### src/rtl/assert_macros.svh
// Assertion helpers shared by the RTL files.
// Each use expects signals named clk and arst_n in the enclosing module.
`ifndef ASSERT_MACROS_SVH
`define ASSERT_MACROS_SVH

// Checked only while out of reset
`define SVMD_ASSERT(lbl, prop, msg) \
	lbl: assert property (@(posedge clk) disable iff (!arst_n) prop) else $error(msg);

// Checked at every edge, reset included
`define SVMD_ASSERT_ALWAYS(lbl, prop, msg) \
	lbl: assert property (@(posedge clk) prop) else $error(msg);

`endif

### src/rtl/svmd_pkg.sv
package svmd_pkg;

	// table geometry
	localparam int unsigned VERTEX_COUNT = 64;
	localparam int unsigned SET_COUNT    = 16;
	localparam int unsigned VERTEX_W     = $clog2(VERTEX_COUNT);
	localparam int unsigned SET_W        = $clog2(SET_COUNT);
	localparam int unsigned ADDR_W       = SET_W + VERTEX_W;
	localparam int unsigned DEPTH        = SET_COUNT * VERTEX_COUNT;
	localparam int unsigned COST_W       = 32;

	typedef logic [ADDR_W-1:0]        addr_t;
	typedef logic signed [COST_W-1:0] cost_t;

	localparam addr_t LAST_ADDR = addr_t'(DEPTH - 1);
	localparam cost_t SENTINEL  = cost_t'(32'h7FFF_FFFF);

	typedef enum logic [1:0] {
		CMD_CLEAR = 2'd0,
		CMD_ACCUM = 2'd1,
		CMD_READ  = 2'd2
	} cmd_t;

	// clearing sweep status, driven by the sweep sequencer
	typedef struct packed {
		logic  busy;
		addr_t addr;
	} clear_t;

endpackage

### src/rtl/svmd_clear.sv
`include "assert_macros.svh"

module svmd_clear import svmd_pkg::*; (
	input  logic   clk,
	input  logic   arst_n,
	input  logic   start,
	output clear_t clr
);

	logic  busy_q;
	addr_t addr_q;

	// sweep every table address once; runs after reset and on each clear command
	always_ff @(posedge clk or negedge arst_n) begin
		if (!arst_n) begin
			busy_q <= 1'b1;
			addr_q <= '0;
		end else if (busy_q) begin
			addr_q <= addr_q + addr_t'(1);
			if (addr_q == LAST_ADDR) begin
				busy_q <= 1'b0;
			end
		end else if (start) begin
			busy_q <= 1'b1;
			addr_q <= '0;
		end
	end

	assign clr.busy = busy_q;
	assign clr.addr = addr_q;

	`SVMD_ASSERT(a_sweep_steps, busy_q && addr_q != LAST_ADDR |=> busy_q && addr_q == $past(addr_q) + addr_t'(1), "clear sweep skipped an address")

endmodule

### config.mk
export PLATFORM = sky130hd
export DESIGN_NAME = svmd_clear
export DESIGN_NICKNAME = d
export VERILOG_FILES = /design/src/rtl/svmd_pkg.sv /design/src/rtl/svmd_clear.sv
export VERILOG_INCLUDE_DIRS = /design/src /design/src/rtl
export SDC_FILE = /design/constraint.sdc
export NUM_CORES = 1
export LEC_CHECK = 0
export BUFFER_PORTS_ARGS = -buffer_cell sky130_fd_sc_hd__buf_4
export CELL_PAD_IN_SITES_DETAIL_PLACEMENT = 2
export CELL_PAD_IN_SITES_GLOBAL_PLACEMENT = 2
export CORE_UTILIZATION = 33
export CTS_BUF_LIST = sky130_fd_sc_hd__clkbuf_2
export DETAILED_ROUTE_END_ITERATION = 16
export GPL_TIMING_DRIVEN = 0
export PLACE_DENSITY = 0.79
export SLEW_MARGIN = 10
export SYNTH_ARGS = -nofsm -noshare
export SYNTH_HDL_FRONTEND = slang
export SYNTH_SLANG_ARGS = --single-unit
### constraint.sdc
create_clock -name clk -period 1.5 [get_ports clk]
set_clock_uncertainty 0.15 [all_clocks]
set_input_delay 0.3 -clock clk [delete_from_list [all_inputs] [get_ports clk]]
set_output_delay 0.3 -clock clk [all_outputs]
set_load 0.02 [all_outputs]
; Word-level counts from Yosys, hierarchy flattened
; Cells that the tools add are included.
; Widths: inputs -> output; s select.
[totals]
ff_bits = 11
word_cells = 10
input_bits = 3
[classes]
n_addsub = 1
reduce_logical = 1
mux = 5
n_eq_ne = 1
[op_table]
columns = cell, count
row1 = $mux 10, 2
row2 = $add 10x1->10 const B, 1
row3 = $eq 10x10->1 const B, 1
row4 = $mux 1, 3
row5 = $reduce_bool 2->1, 1

; Depth between registers and ports, before layout
[depth]
ltp_word = 3
mapped_depth = 4
ltp_nobuf = 4

; Least setup slack after synthesis
; No wires, ideal clock.
[synth_timing]
kind = register -> register
from = register addr_q[0]
to = register addr_q[6]
path_buffers = 0
setup_ps = 136
stages_incl_launch_ff = 5
period_less_slack_ps = 1484
t_required_ps = 1214
arrival_ps = 1198
slack_ps = 16
path_cell_list = dfrtp_1 > ha_1 > and4_1 > nand3_1 > mux2i_1
[synth_between]
elab_chain_cells = 2
[synth_lines]
columns = item, line
row1 = start: declaration, svmd_clear.sv:11  ; addr_t addr_q;
row2 = start signal: assignment, svmd_clear.sv:19  ; addr_q <= addr_q + addr_t'(1);
row3 = $add 10x1->10, svmd_clear.sv:19
row4 = $mux 10, svmd_clear.sv:18  ; end else if (busy_q) begin
; Every way passes these cells.
; A chain may end at the register's enable or synchronous reset.

; Worst setup path in the final report
[layout_timing]
from = register busy_q
to = output clr[10] in the netlist's numbering
[layout_rtl]
columns = item, line
row1 = start: declaration, svmd_clear.sv:10  ; logic busy_q;
row2 = start signal: assignment, svmd_clear.sv:16  ; busy_q <= 1'b1;
row3 = start signal: assignment, svmd_clear.sv:21  ; busy_q <= 1'b0;
row4 = start signal: assignment, svmd_clear.sv:24  ; busy_q <= 1'b1;
row5 = end: declaration, svmd_clear.sv:7  ; output clear_t clr
; No word-level cell between the ends.

==> metrics.cfg <==
[floorplan]
num_rows=14
die_x_um=43.45
core_area_um2=1559
start_util_pct=36.36
die_y_um=43.45
design.portCount=14
die_area_um2=1887

[critical_path]
worstSetupPathType=flip-flop to output pin
worstPathRequired_ns=1.05
slowest_stage=dfstp_2
r2r_cells=3
start_kind=flip-flop
critPathBufInv=2
r2r_end=addr_q[9]
arrival_ns=1.11
critPathMaxFanout=5
cp-end-kind=output pin
max_stage_delay_ns=0.63
crit_chain=buf_6 > buf_6
worst_path_most_repeated_cell=buf_6
crit_family=flip-flops
startpoint=busy_q
r2r_start=busy_q
reg2reg_slack_ns=0.01

[yosys]
syn_nets=58
synth-edff-count=0
ys_async_sr_fraction_pct=100.0
ys_ff_latch=11
postSynthCellCount=54
yosysUniqueCellTypes=21
netlist_area_um2=566.8
synth_ff_type=dfrtp_1
synth_warnings=0
yosysSeqAreaShare_pct=48.79
avgSynthCellArea_um2=10.50

[sta]
rsz0062_at_grt=true
worstMarginPinSlew_ns=0.3037
setup_slack_ns=-0.06022
setup_viol=1
max_freq_ghz=0.6409
maxSlewHeadroom_pct=79.70
holdWs_ns=0.08337
final.min_clock_period_ns=1.560
tns_ns=-0.06022
final.period_utilization_pct=104.0
hold_violations=0
report.final.slew_viol_count=0

[detailed_routing]
drt-initial-drc-count=17
antenna_left=0
vias=552
drc_errors=5
drtPass1Iterations=12
drt-total-wl_um=1767
drt-vias-per-instance=5.935
wl_per_cell_um=19.00

[finish]
fill_cells=171
fin_area_um2=790.8
fin_cells=93
antenna_cells=0
drive_gt1_share_pct=42.86
nNetsFinal=82
syn2layout_area_growth_pct=39.51
post-route-util_pct=50.72

[clock_tree]
cts-htree-levels=1
clk_latency_ns=0.27
clock-root-buffer=clkbuf_2
ctsLongestPathBuffers=2
clock_sinks=11
cts_tree=yes
cts_buffers=3
clk_pin_slew_ns=0.12

[worst_hold_path]
hold_path_depth=2
min_to=addr_q[1]
holdCritPathClass=input pin to flip-flop
worstHoldStart=start

[grt]
antenna_found_initial=0
grt_pass1_wl_um=2580
grt-ovfl-total=0
grt_usage_pct=18.88
grt_max_degree=12
grt_pass1_vias=530

[pwr]
p_per_area_nw_per_um2=2041
p_leak_nw=0.3560
totalPowerFinal_mw=1.614
ir_worst_vdd_mv=0.7414

[job]
cap_violations=0

[placed_design]
hpwl_um=1100
place.gp.congestion=0.7064
placedCellCount=83
postPlaceCellArea_um2=684.4
pre_cts_slack_ns=-0.02543
portBuffers=13

[outcome]
outcome=finished, violations left
violations=DRC, setup timing

## timing repair
item,in CTS,in global routing
endpoints found under the hold margin,11,0
hold buffers,1,0
setup endpoints to repair,3,6
pin swaps,0,2
resized for setup,3,7
setup buffers,0,5
## routing by layer
metal,vias up,GRT usage (%),share of wire (%)
met5,-,0,0
met4,0,9.375,1.4
met3,4,3.750,2.9
met2,12,31.52,52
met1,285,23.22,44
li1,251,-,-
## sequential cells by signal, indices dropped and copies added (netlist names)
signal and cells:
addr_q 10, busy_q 1
## report_power, final
group / switching (mW) / internal (mW) / leakage, nW
sequential: 0.189 / 0.427 / 0.126
clock: 0.108 / 0.0708 / 0.0166
combinational: 0.470 / 0.349 / 0.213
## cells by family (layout without fill, tap and decap cells)
logic type	count (synthesis)	in the layout	share of synthesized area, %
simple gates	20	20	20.31
compound gates	13	13	15.23
flops	11	11	48.79
mux	5	5	8.830
buf+inv	4	27	4.635
fa+ha+maj	1	1	2.207
## worst reg2reg max path, stage by stage (launching register included)
cell     delay (ns)
dfstp_2        0.63
nand3_2        0.17
nor4_4         0.27
mux2i_1        0.21
## area by class of cell
class	count	area (um^2)	area share [%]
multi-input cells	39	285.3	36.08
clock buffers	4	20.02	2.532
inverters	1	3.754	0.4747
plain buffers	3	30.03	3.797
flip-flops and latches	11	279.0	35.28
repair buffers	19	152.6	19.30
well taps	16	20.02	2.532
## how the worst max path moves through the flow
stage	to	slack, ns	depth (start not counted)
global route	clr[10]	-0.09	2
finish	clr[10]	-0.06	2
detailed placement	addr_q[8]	-0.03	4
global placement	addr_q[6]	0.02	4
floorplan	addr_q[6]	0.02	4
CTS	clr[10]	-0.04	2
## cell usage in the layout, fill, tap and decap left out
cell           netlist  routed
clkbuf_2             0       4
nand2_1              5       5
a21oi_1              5       5
o311ai_2             0       1
buf_4                3      17
ha_2                 0       1
nand3_2              1       1
o41ai_1              1       1
dlygate4sd3_1        0       1
o21ai_1              1       1
and4_1               1       1
nor4_4               0       1
dfrtp_1             10       8
dfrtp_2              0       2
inv_1                1       1
nor2_1               2       1
o211ai_1             2       2
a41oi_1              1       1
nand2b_1             3       3
nor2_2               0       1
dfstp_2              1       1
nand3_1              4       4
buf_6                0       4
nand4_1              3       3
o31ai_1              2       2
mux2i_1              5       5
## synthesized netlist by cell type (2+ instances only)
| cell type | number | area share (%) |
|---|---|---|
| a21oi_1 | 5 | 4.4 |
| buf_4 | 3 | 4.0 |
| o31ai_1 | 2 | 2.6 |
| o211ai_1 | 2 | 2.6 |
| nand4_1 | 3 | 3.3 |
| nand2_1 | 5 | 3.3 |
| nor2_1 | 2 | 1.3 |
| nand2b_1 | 3 | 3.3 |
| mux2i_1 | 5 | 8.8 |
| dfrtp_1 | 10 | 44 |
| nand3_1 | 4 | 3.5 |
No activity file was read; power rests on OpenSTA's default activity.
